`src/rtl/bocu1e_pkg.sv`:
```
package bocu1e_pkg;

    // Field widths.
    localparam int CP_W   = 21;
    localparam int BYTE_W = 8;

    // Width of the offset within a difference range; it stays below 243**3.
    localparam int V_W = 24;

    // One code point after range selection: offset, trail count and lead.
    // With trail bytes the lead holds the range's first lead byte; for one or two
    // trail bytes the high digit of the offset is added to it later.
    typedef struct packed {
        logic [V_W-1:0]    v;
        logic [1:0]        n_trail;
        logic [BYTE_W-1:0] lead;
    } t_job;

    // A finished byte run: lead byte at index 0, trail bytes after it.
    typedef struct packed {
        logic [3:0][BYTE_W-1:0] run_bytes;
        logic [1:0]             n_trail;
    } t_run;

endpackage

```
`src/rtl/bocu1e_if.sv`:
```
// Input channel: one code point per word.
interface bocu1e_in_if;
    logic                           valid;
    logic                           ready;
    logic [bocu1e_pkg::CP_W-1:0]    code_point;
    logic                           end_of_text;

    modport source (output valid, code_point, end_of_text, input ready);
    modport sink   (input valid, code_point, end_of_text, output ready);
endinterface

// Output channel: one encoded byte per word.
interface bocu1e_out_if;
    logic                           valid;
    logic                           ready;
    logic [bocu1e_pkg::BYTE_W-1:0]  out_byte;
    logic                           last_byte;

    modport source (output valid, out_byte, last_byte, input ready);
    modport sink   (input valid, out_byte, last_byte, output ready);
endinterface

```
`src/rtl/bocu1e_front.sv`:
```
module bocu1e_front (
    input  logic               i_clk,
    input  logic               i_rst_n,
    bocu1e_in_if.sink          i_in,
    output logic               o_job_valid,
    input  logic               i_job_ready,
    output bocu1e_pkg::t_job   o_job
);
    import bocu1e_pkg::*;

    // Difference range limits.
    localparam logic signed [24:0] REACH_NEG3 = -25'sd14536567;
    localparam logic signed [24:0] REACH_NEG2 = -25'sd187660;
    localparam logic signed [24:0] REACH_NEG1 = -25'sd10513;
    localparam logic signed [24:0] REACH_NEG0 = -25'sd64;
    localparam logic signed [24:0] REACH_POS0 = 25'sd64;
    localparam logic signed [24:0] REACH_POS1 = 25'sd10513;
    localparam logic signed [24:0] REACH_POS2 = 25'sd187660;

    // First lead byte of each range.
    localparam logic [BYTE_W-1:0] LEAD_NEG3 = 8'h21;
    localparam logic [BYTE_W-1:0] LEAD_NEG2 = 8'h22;
    localparam logic [BYTE_W-1:0] LEAD_NEG1 = 8'h25;
    localparam logic [BYTE_W-1:0] LEAD_MID  = 8'h90;
    localparam logic [BYTE_W-1:0] LEAD_POS1 = 8'hD0;
    localparam logic [BYTE_W-1:0] LEAD_POS2 = 8'hFB;
    localparam logic [BYTE_W-1:0] LEAD_POS3 = 8'hFE;

    localparam logic [CP_W-1:0] BASE_RESET = 21'h40;
    localparam logic [CP_W-1:0] CP_SPACE   = 21'h20;

    logic                    r_vld;
    logic [CP_W-1:0]         r_code;
    logic                    r_eot;
    logic [CP_W-1:0]         r_base;
    logic [CP_W-1:0]         n_base;
    logic signed [24:0]      diff;
    t_job                    job;

    // The input register takes a word whenever it is free or moving on.
    assign i_in.ready = !r_vld || i_job_ready;

    always_ff @(posedge i_clk) begin
        if (!i_rst_n) begin
            r_vld <= 1'b0;
        end else if (i_in.ready) begin
            r_vld <= i_in.valid;
        end
    end

    always_ff @(posedge i_clk) begin
        if (i_in.valid && i_in.ready) begin
            r_code <= i_in.code_point;
            r_eot  <= i_in.end_of_text;
        end
    end

    // The base moves on as the held code point leaves this stage.
    always_ff @(posedge i_clk) begin
        if (!i_rst_n) begin
            r_base <= BASE_RESET;
        end else if (r_vld && i_job_ready) begin
            r_base <= n_base;
        end
    end

    assign diff = $signed({4'b0000, r_code}) - $signed({4'b0000, r_base});

    // Pick the difference range, its offset and its lead byte.
    always_comb begin
        job = '0;
        if (r_code <= CP_SPACE) begin
            job.lead = r_code[BYTE_W-1:0];
        end else begin
            priority if (diff < REACH_NEG2) begin
                job.v       = V_W'(diff - REACH_NEG3);
                job.lead    = LEAD_NEG3;
                job.n_trail = 2'd3;
            end else if (diff < REACH_NEG1) begin
                job.v       = V_W'(diff - REACH_NEG2);
                job.lead    = LEAD_NEG2;
                job.n_trail = 2'd2;
            end else if (diff < REACH_NEG0) begin
                job.v       = V_W'(diff - REACH_NEG1);
                job.lead    = LEAD_NEG1;
                job.n_trail = 2'd1;
            end else if (diff < REACH_POS0) begin
                job.lead    = diff[BYTE_W-1:0] + LEAD_MID;
            end else if (diff < REACH_POS1) begin
                job.v       = V_W'(diff - REACH_POS0);
                job.lead    = LEAD_POS1;
                job.n_trail = 2'd1;
            end else if (diff < REACH_POS2) begin
                job.v       = V_W'(diff - REACH_POS1);
                job.lead    = LEAD_POS2;
                job.n_trail = 2'd2;
            end else begin
                job.v       = V_W'(diff - REACH_POS2);
                job.lead    = LEAD_POS3;
                job.n_trail = 2'd3;
            end
        end
    end

    // Next base: 0x40 on end of text or below space, kept on space, script midpoints, else mid 128-value block.
    always_comb begin
        priority if (r_eot) begin
            n_base = BASE_RESET;
        end else if (r_code < CP_SPACE) begin
            n_base = BASE_RESET;
        end else if (r_code == CP_SPACE) begin
            n_base = r_base;
        end else if (r_code >= 21'h3040 && r_code <= 21'h309F) begin
            n_base = 21'h3070;
        end else if (r_code >= 21'h4E00 && r_code <= 21'h9FA5) begin
            n_base = 21'h7711;
        end else if (r_code >= 21'hAC00 && r_code <= 21'hD7A3) begin
            n_base = 21'hC1D1;
        end else begin
            n_base = {r_code[CP_W-1:7], 7'h40};
        end
    end

    assign o_job_valid = r_vld;
    assign o_job       = job;

endmodule

```
`src/rtl/bocu1e_digits.sv`:
```
module bocu1e_digits (
    input  logic               i_clk,
    input  logic               i_rst_n,
    input  logic               i_job_valid,
    output logic               o_job_ready,
    input  bocu1e_pkg::t_job   i_job,
    output logic               o_run_valid,
    input  logic               i_run_ready,
    output bocu1e_pkg::t_run   o_run
);
    import bocu1e_pkg::*;

    // floor(x / 243) = (x * DIV_MUL) >> DIV_SHIFT for any x below 2**24.
    localparam logic [24:0] DIV_MUL   = 25'd17674763;
    localparam int          DIV_SHIFT = 32;

    // Map a base-243 digit to a byte that skips the control bytes.
    function automatic logic [BYTE_W-1:0] trail_map(input logic [BYTE_W-1:0] t);
        logic [BYTE_W-1:0] b;
        priority if (t < 8'd6) begin
            b = t + 8'd1;
        end else if (t < 8'd16) begin
            b = t + 8'd10;
        end else if (t < 8'd20) begin
            b = t + 8'd12;
        end else begin
            b = t + 8'd13;
        end
        return b;
    endfunction

    logic                 r_s1_vld;
    t_job                 r_s1_job;
    logic                 r_s2_vld;
    logic [BYTE_W-1:0]    r_s2_vlo;
    logic [15:0]          r_s2_q1;
    logic [1:0]           r_s2_n;
    logic [BYTE_W-1:0]    r_s2_lead;
    logic                 r_s3_vld;
    logic [BYTE_W-1:0]    r_s3_d0;
    logic [15:0]          r_s3_q1;
    logic [BYTE_W-1:0]    r_s3_q2;
    logic [1:0]           r_s3_n;
    logic [BYTE_W-1:0]    r_s3_lead;

    logic                 rdy1;
    logic                 rdy2;
    logic                 rdy3;
    logic [48:0]          prod1;
    logic [40:0]          prod2;
    logic [15:0]          n_q1;
    logic [BYTE_W-1:0]    n_q2;
    logic [BYTE_W-1:0]    n_d0;
    logic [BYTE_W-1:0]    d1;
    t_run                 run;

    // Each stage moves when the one after it is free or moving.
    assign rdy3        = !r_s3_vld || i_run_ready;
    assign rdy2        = !r_s2_vld || rdy3;
    assign rdy1        = !r_s1_vld || rdy2;
    assign o_job_ready = rdy1;

    always_ff @(posedge i_clk) begin
        if (!i_rst_n) begin
            r_s1_vld <= 1'b0;
            r_s2_vld <= 1'b0;
            r_s3_vld <= 1'b0;
        end else begin
            if (rdy1) begin
                r_s1_vld <= i_job_valid;
            end
            if (rdy2) begin
                r_s2_vld <= r_s1_vld;
            end
            if (rdy3) begin
                r_s3_vld <= r_s2_vld;
            end
        end
    end

    // First divide: the offset by 243.
    assign prod1 = 49'(r_s1_job.v) * 49'(DIV_MUL);
    assign n_q1  = 16'(prod1 >> DIV_SHIFT);

    // Second divide and the low digit, from the first quotient.
    assign prod2 = 41'(r_s2_q1) * 41'(DIV_MUL);
    assign n_q2  = BYTE_W'(prod2 >> DIV_SHIFT);
    assign n_d0  = r_s2_vlo - BYTE_W'(r_s2_q1 * 16'd243);

    always_ff @(posedge i_clk) begin
        if (rdy1) begin
            r_s1_job <= i_job;
        end
        if (rdy2) begin
            r_s2_vlo  <= r_s1_job.v[BYTE_W-1:0];
            r_s2_q1   <= n_q1;
            r_s2_n    <= r_s1_job.n_trail;
            r_s2_lead <= r_s1_job.lead;
        end
        if (rdy3) begin
            r_s3_d0   <= n_d0;
            r_s3_q1   <= r_s2_q1;
            r_s3_q2   <= n_q2;
            r_s3_n    <= r_s2_n;
            r_s3_lead <= r_s2_lead;
        end
    end

    // Middle digit; then place lead and trail bytes in sending order.
    assign d1 = r_s3_q1[BYTE_W-1:0] - BYTE_W'(r_s3_q2 * 8'd243);

    always_comb begin
        run         = '0;
        run.n_trail = r_s3_n;
        unique case (r_s3_n)
            2'd0: begin
                run.run_bytes[0] = r_s3_lead;
            end
            2'd1: begin
                run.run_bytes[0] = r_s3_lead + r_s3_q1[BYTE_W-1:0];
                run.run_bytes[1] = trail_map(r_s3_d0);
            end
            2'd2: begin
                run.run_bytes[0] = r_s3_lead + r_s3_q2;
                run.run_bytes[1] = trail_map(d1);
                run.run_bytes[2] = trail_map(r_s3_d0);
            end
            default: begin
                run.run_bytes[0] = r_s3_lead;
                run.run_bytes[1] = trail_map(r_s3_q2);
                run.run_bytes[2] = trail_map(d1);
                run.run_bytes[3] = trail_map(r_s3_d0);
            end
        endcase
    end

    assign o_run_valid = r_s3_vld;
    assign o_run       = run;

endmodule

```
`src/rtl/bocu1e_serial.sv`:
```
module bocu1e_serial (
    input  logic               i_clk,
    input  logic               i_rst_n,
    input  logic               i_run_valid,
    output logic               o_run_ready,
    input  bocu1e_pkg::t_run   i_run,
    bocu1e_out_if.source       o_out
);
    import bocu1e_pkg::*;

    logic                 r_busy;
    t_run                 r_run;
    logic [1:0]           r_idx;
    logic                 r_out_vld;
    logic [BYTE_W-1:0]    r_out_byte;
    logic                 r_out_last;
    logic                 out_free;
    logic                 is_last;

    assign out_free    = !r_out_vld || o_out.ready;
    assign is_last     = (r_idx == r_run.n_trail);
    // A new run may enter as the last byte of the held one goes out.
    assign o_run_ready = !r_busy || (out_free && is_last);

    always_ff @(posedge i_clk) begin
        if (!i_rst_n) begin
            r_busy <= 1'b0;
            r_idx  <= 2'd0;
        end else if (o_run_ready) begin
            r_busy <= i_run_valid;
            r_idx  <= 2'd0;
        end else if (r_busy && out_free) begin
            r_idx <= r_idx + 2'd1;
        end
    end

    always_ff @(posedge i_clk) begin
        if (o_run_ready && i_run_valid) begin
            r_run <= i_run;
        end
    end

    // Output register: one byte per word.
    always_ff @(posedge i_clk) begin
        if (!i_rst_n) begin
            r_out_vld <= 1'b0;
        end else if (out_free) begin
            r_out_vld <= r_busy;
        end
    end

    always_ff @(posedge i_clk) begin
        if (r_busy && out_free) begin
            r_out_byte <= r_run.run_bytes[r_idx];
            r_out_last <= is_last;
        end
    end

    assign o_out.valid     = r_out_vld;
    assign o_out.out_byte  = r_out_byte;
    assign o_out.last_byte = r_out_last;

endmodule

```
`src/rtl/bocu1_encoder_core.sv`:
```
// Channel  Dir  Word                          Handshake
// i_in     in   code_point[20:0], end_of_text  valid / ready
// o_out    out  out_byte[7:0], last_byte       valid / ready
//
// A code point gives a run of 1 to 4 bytes, one byte per cycle while the
// output is not stalled; the byte serializer in front of the output register
// sets that rate. A word passes the front, digit and serializer registers in turn.
// Reset clears all valid flags and sets the base to 0x40.
// A stalled output holds its word; the pipeline keeps filling behind it.
module bocu1_encoder_core (
    input  logic          i_clk,
    input  logic          i_rst_n,
    bocu1e_in_if.sink     i_in,
    bocu1e_out_if.source  o_out
);
    import bocu1e_pkg::*;

    logic  job_valid;
    logic  job_ready;
    t_job  job;
    logic  run_valid;
    logic  run_ready;
    t_run  run;

    // Input register, range selection and base tracking.
    bocu1e_front u_front (
        .i_clk       (i_clk),
        .i_rst_n     (i_rst_n),
        .i_in        (i_in),
        .o_job_valid (job_valid),
        .i_job_ready (job_ready),
        .o_job       (job)
    );

    // Base-243 digit pipeline.
    bocu1e_digits u_digits (
        .i_clk       (i_clk),
        .i_rst_n     (i_rst_n),
        .i_job_valid (job_valid),
        .o_job_ready (job_ready),
        .i_job       (job),
        .o_run_valid (run_valid),
        .i_run_ready (run_ready),
        .o_run       (run)
    );

    // Byte serializer and output register.
    bocu1e_serial u_serial (
        .i_clk       (i_clk),
        .i_rst_n     (i_rst_n),
        .i_run_valid (run_valid),
        .o_run_ready (run_ready),
        .i_run       (run),
        .o_out       (o_out)
    );

endmodule

```
`src/flat_wrapper.sv`:
```
// flat-port wrapper written by rule: the top's interface ports become plain ports
module bocu1_encoder_core_flat import bocu1e_pkg::*;
  (i_clk, i_rst_n, i_in_valid, i_in_code_point, i_in_end_of_text, i_in_ready, o_out_valid, o_out_out_byte, o_out_last_byte, o_out_ready);
  bocu1e_in_if i_in_i ();
  bocu1e_out_if o_out_i ();
  input  logic i_clk;
  input  logic i_rst_n;
  input wire logic [$bits(i_in_i.valid)-1:0] i_in_valid;
  input wire logic [$bits(i_in_i.code_point)-1:0] i_in_code_point;
  input wire logic [$bits(i_in_i.end_of_text)-1:0] i_in_end_of_text;
  output wire logic [$bits(i_in_i.ready)-1:0] i_in_ready;
  output wire logic [$bits(o_out_i.valid)-1:0] o_out_valid;
  output wire logic [$bits(o_out_i.out_byte)-1:0] o_out_out_byte;
  output wire logic [$bits(o_out_i.last_byte)-1:0] o_out_last_byte;
  input wire logic [$bits(o_out_i.ready)-1:0] o_out_ready;
  assign i_in_i.valid = i_in_valid;
  assign i_in_i.code_point = i_in_code_point;
  assign i_in_i.end_of_text = i_in_end_of_text;
  assign i_in_ready = i_in_i.ready;
  assign o_out_valid = o_out_i.valid;
  assign o_out_out_byte = o_out_i.out_byte;
  assign o_out_last_byte = o_out_i.last_byte;
  assign o_out_i.ready = o_out_ready;
  bocu1_encoder_core u_core (.i_clk(i_clk), .i_rst_n(i_rst_n), .i_in(i_in_i), .o_out(o_out_i));
endmodule
```
`config.mk`:
```
export PLATFORM = sky130hd
export DESIGN_NAME = bocu1_encoder_core_flat
export DESIGN_NICKNAME = d
export VERILOG_FILES = /design/src/rtl/bocu1e_pkg.sv /design/src/rtl/bocu1e_if.sv /design/src/rtl/bocu1e_front.sv /design/src/rtl/bocu1e_digits.sv /design/src/rtl/bocu1e_serial.sv /design/src/rtl/bocu1_encoder_core.sv /design/src/flat_wrapper.sv
export SDC_FILE = /design/constraint.sdc
export NUM_CORES = 1
export LEC_CHECK = 0
export BUFFER_PORTS_ARGS = -buffer_cell sky130_fd_sc_hd__buf_2
export CAP_MARGIN = 20
export CORE_MARGIN = 3
export CORE_UTILIZATION = 40
export CTS_BUF_LIST = sky130_fd_sc_hd__clkbuf_2 sky130_fd_sc_hd__clkbuf_4 sky130_fd_sc_hd__clkbuf_8
export CTS_CLUSTER_SIZE = 10
export DETAILED_ROUTE_END_ITERATION = 10
export PLACE_DENSITY_LB_ADDON = 0.3
export SLEW_MARGIN = 20
export SYNTH_ARGS = -nofsm -noshare
export SYNTH_HDL_FRONTEND = slang
export SYNTH_SLANG_ARGS = --single-unit
```
`constraint.sdc`:
```
create_clock -name i_clk -period 10 [get_ports i_clk]
set_input_delay 1.5 -clock i_clk [delete_from_list [all_inputs] [get_ports i_clk]]
set_output_delay 1.5 -clock i_clk [all_outputs]
set_load 0.01 [all_outputs]
```
==> qor.txt <==
MaxCap Viol Count: 0
Final Skew: 0.0264 ns
DP HPWL: 58900 um
Worst skew pair latency: 0.51 ns
Fin util: 0.432
Core ar.: 67900 um^2
Worst min-delay path class: flop to flop
Synth Area in Compound Gates: 0.132
DIE HEIGHT: 269 um
Most common cell on crit path: fa_1
Syn Nets: 3615
Top cell type's share of synthesized area: 0.239
RSZ-0062 raised after global routing: false
Critical path class: flop to flop
Clock transition at the registers of the reported paths: 0.11 ns
Vias: 19830
Vias per cell: 5.30
Initial antenna violation count: 0
Delay-heaviest family, CP: adder cells
CTS Buf Count: 17
Setup TNS: 0 ns
XOR/XNOR Fraction of Synth Area: 0.0397
Slowest-stage cell, CP: edfxtp_1
Diode count: 0
Slack of the critical path: 2.45 ns
GRT Overall Usage: 0.197
Gate Count Post-Synth: 2788
Die W: 269 um
CP Data Arrival Time: 7.80 ns
Ports: 37
First-pass GRT wire length: 112000 um
Max incr delay on CP: 0.56 ns
Yosys warns: 0
Period utilization: 0.755
CP max FO: 7
Worst-margin pin slew: 1.09 ns
Final setup violation count: 0
Root Buffer: clkbuf_8
ANT nets after route: 0
Netlist cell types: 107
Detailed-route DRC error count: 0
Crit. End Element: flop
Yosys reg bits: 193
Post-Synthesis Cell Area: 27700 um^2
Synth area leader: ha_1
Drt wl/cell: 18.5 um
Req. time, crit path: 10.26 ns
Htree depth: 4
Clk sinks: 193
Fin crit period: 7.55 ns
Setup WS pre-CTS: 2.51 ns
Primary FF master, synth: edfxtp_1
RD Place Congestion: 0.978
Highest Clock Rate: 133 MHz
Pin count of the biggest net entering global routing: 36
Crit path launch type: flop
Ranking of synthesized cells by area: ha_1 24%, fa_1 20%, edfxtp_1 18%
Buf+Inv Stages, Crit Path: 4
Grt ovf: 0
Post-CTS Setup Bufs: 0
Initial DRC count: 1134
M3 GR Usage: 0.0304
Met2 global-route usage: 0.327
Largest family of logic cells by synthesized area: adder cells
Share of post-route cells with drive strength above 1: 0.0574
WL final: 69400 um
Max Slew Vio Count: 0
Mux contribution to synthesized area: 0.0177
Simple-gate portion of the synthesized area: 0.0829
Layout Area Growth over Synthesis: 5.90%
Port Buffers: 36
Status: finished clean
Std-Cell Rows: 95
Post-synthesis adder-cell area fraction: 0.436
Post-synthesis sequential area ratio: 0.200
CTS tree: done
Post-synth EDFFs: 167
1st-pass router iterations: 6
Slew margin rel.: 0.274
Clk buf depth: 2
Vias in the first global route: 20419
Placement-stage cell area: 28900 um^2
Hold Fails Final Rpt: 0
CTS hold repair buffers: 0
Die ar.: 72400 um^2
Post-CTS sizing: 0
Fin area: 29300 um^2
Worst-path cell chain: ha_1, fa_1, inv_1, fa_1, inv_1, fa_1, fa_1, fa_1, inv_1, fa_1, inv_1, ha_1, a21o_1, a21o_1, a21oi_1, o21ai_0, a211oi_1, o21ai_0, o221ai_1, o21ai_0, a41oi_1, nor2_1, or3_1
Mapped Avg Cell Area: 9.92 um^2
Asr flop ratio synth: 0
Most crowded layer after global routing: met2
Met1 Track Usage GR: 0.277
Post-layout net count: 3637
Initial Utilization: 0.408
registers in the layout, summed over array words and instances, names as in the netlist, 2 cells and up:
| name | flops |
|---|---|
| u_core.u_serial.r_idx | 2 |
| u_core.u_digits.r_s2_q1 | 16 |
| u_core.u_digits.r_s3_n | 2 |
| u_core.u_digits.r_s2_vlo | 8 |
| u_core.u_front.r_base | 18 |
| u_core.u_digits.r_s2_n | 2 |
| u_core.u_digits.r_s2_lead | 8 |
| u_core.u_digits.r_s3_d0 | 8 |
| u_core.u_front.r_code | 21 |
| u_core.u_serial.r_run | 34 |
| u_core.u_digits.r_s3_q2 | 8 |
| u_core.u_digits.r_s1_job | 34 |
| u_core.u_digits.r_s3_q1 | 8 |
| u_core.u_serial.o_out.out_byte | 8 |
| u_core.u_digits.r_s3_lead | 8 |
metal layers:
| layer | routed length [um] | part of all wire | up-vias |
|---|---|---|---|
| li1 | - | - | 9546 |
| met4 | 652 | 0.0094 | 0 |
| met5 | 0 | 0 | - |
| met1 | 32600 | 0.47 | 9791 |
| met3 | 3350 | 0.048 | 37 |
| met2 | 32800 | 0.47 | 456 |
layout by cell type, fill, tap and decap left out, drive strengths merged, types with 21 or more instances in the layout:
cell,n
edfxtp,167
nor3,38
inv,601
ha,528
nor2,111
xnor2,94
o22ai,21
o21ai,95
fa,273
xor2,29
dfxtp,26
nand3,39
a211oi,25
buf,61
clkbuf,21
nor2b,24
nand2,137
a21o,50
a21oi,114
logic make-up after synthesis:
kind of cell,Yosys count
fa+ha+maj,801
buf+inv,654
compound gates,517
simple gates,464
flops,193
xor+xnor,123
mux,36
worst reg2reg max path, stage by stage, from the launching register on:
cell and delay [ns]:
edfxtp_1 0.56, ha_1 0.48, fa_1 0.54, inv_1 0.05
fa_1 0.50, inv_1 0.06, fa_1 0.53, fa_1 0.44
fa_1 0.55, inv_1 0.06, fa_1 0.54, inv_1 0.04
ha_1 0.20, a21o_1 0.18, a21o_1 0.17, a21oi_1 0.14
o21ai_0 0.17, a211oi_1 0.32, o21ai_0 0.14, o221ai_1 0.38
o21ai_0 0.37, a41oi_1 0.45, nor2_1 0.09, or3_1 0.37
per-stage QoR:
stage               std cells  hold slack (ns)
finish                   3744            0.410
floorplan                2788            0.400
CTS                      3744            0.414
detailed placement       3712            0.406
global route             3744            0.430
global placement         3712            0.402
worst paths after layout:
check,startpoint,end,slack [ns],depth (start not counted)
worst max-delay path,u_core.u_digits.r_s1_job[16],u_core.u_digits.r_s2_q1[15],2.45,23
worst min-delay path,u_core.u_digits.r_s2_lead[1],u_core.u_digits.r_s3_lead[1],0.41,0
worst max register to register,u_core.u_digits.r_s1_job[16],u_core.u_digits.r_s2_q1[15],2.45,23
worst min register to register,u_core.u_digits.r_s2_lead[1],u_core.u_digits.r_s3_lead[1],0.41,0
synthesized netlist by cell type, types with 11 or more instances:
cell      count
clkbuf_1     27
o21bai_1     14
a21o_1       50
o211ai_1     18
o22ai_1      21
a221oi_1     11
a22oi_1      14
nand3_1      39
buf_2        18
xor2_1       28
inv_1       595
a21boi_0     17
nor2_1      111
nand2_1     137
edfxtp_1    167
a21oi_1     113
a31oi_1      13
nor3_1       36
o21ai_0      91
xnor2_1      92
and3_1       15
a211oi_1     23
fa_1        273
o21a_1       12
and2_1       15
dfxtp_1      26
or3_1        14
mux2i_1      16
nor2b_1      24
ha_1        528
nand4_1      14
cell type report:
class / count / area (um^2)
repair buffers: 61 / 368
clock inverters: 11 / 119
fillers: 6533 / 38600
multi-input cells: 1941 / 19600
clock buffers: 21 / 270
well taps: 921 / 1150
flip-flops and latches: 193 / 5540
inverters: 596 / 2240
Power is left out: the tool's default activity adds up to more than one toggle a clock period on the data nets, which glitch-free logic cannot reach.
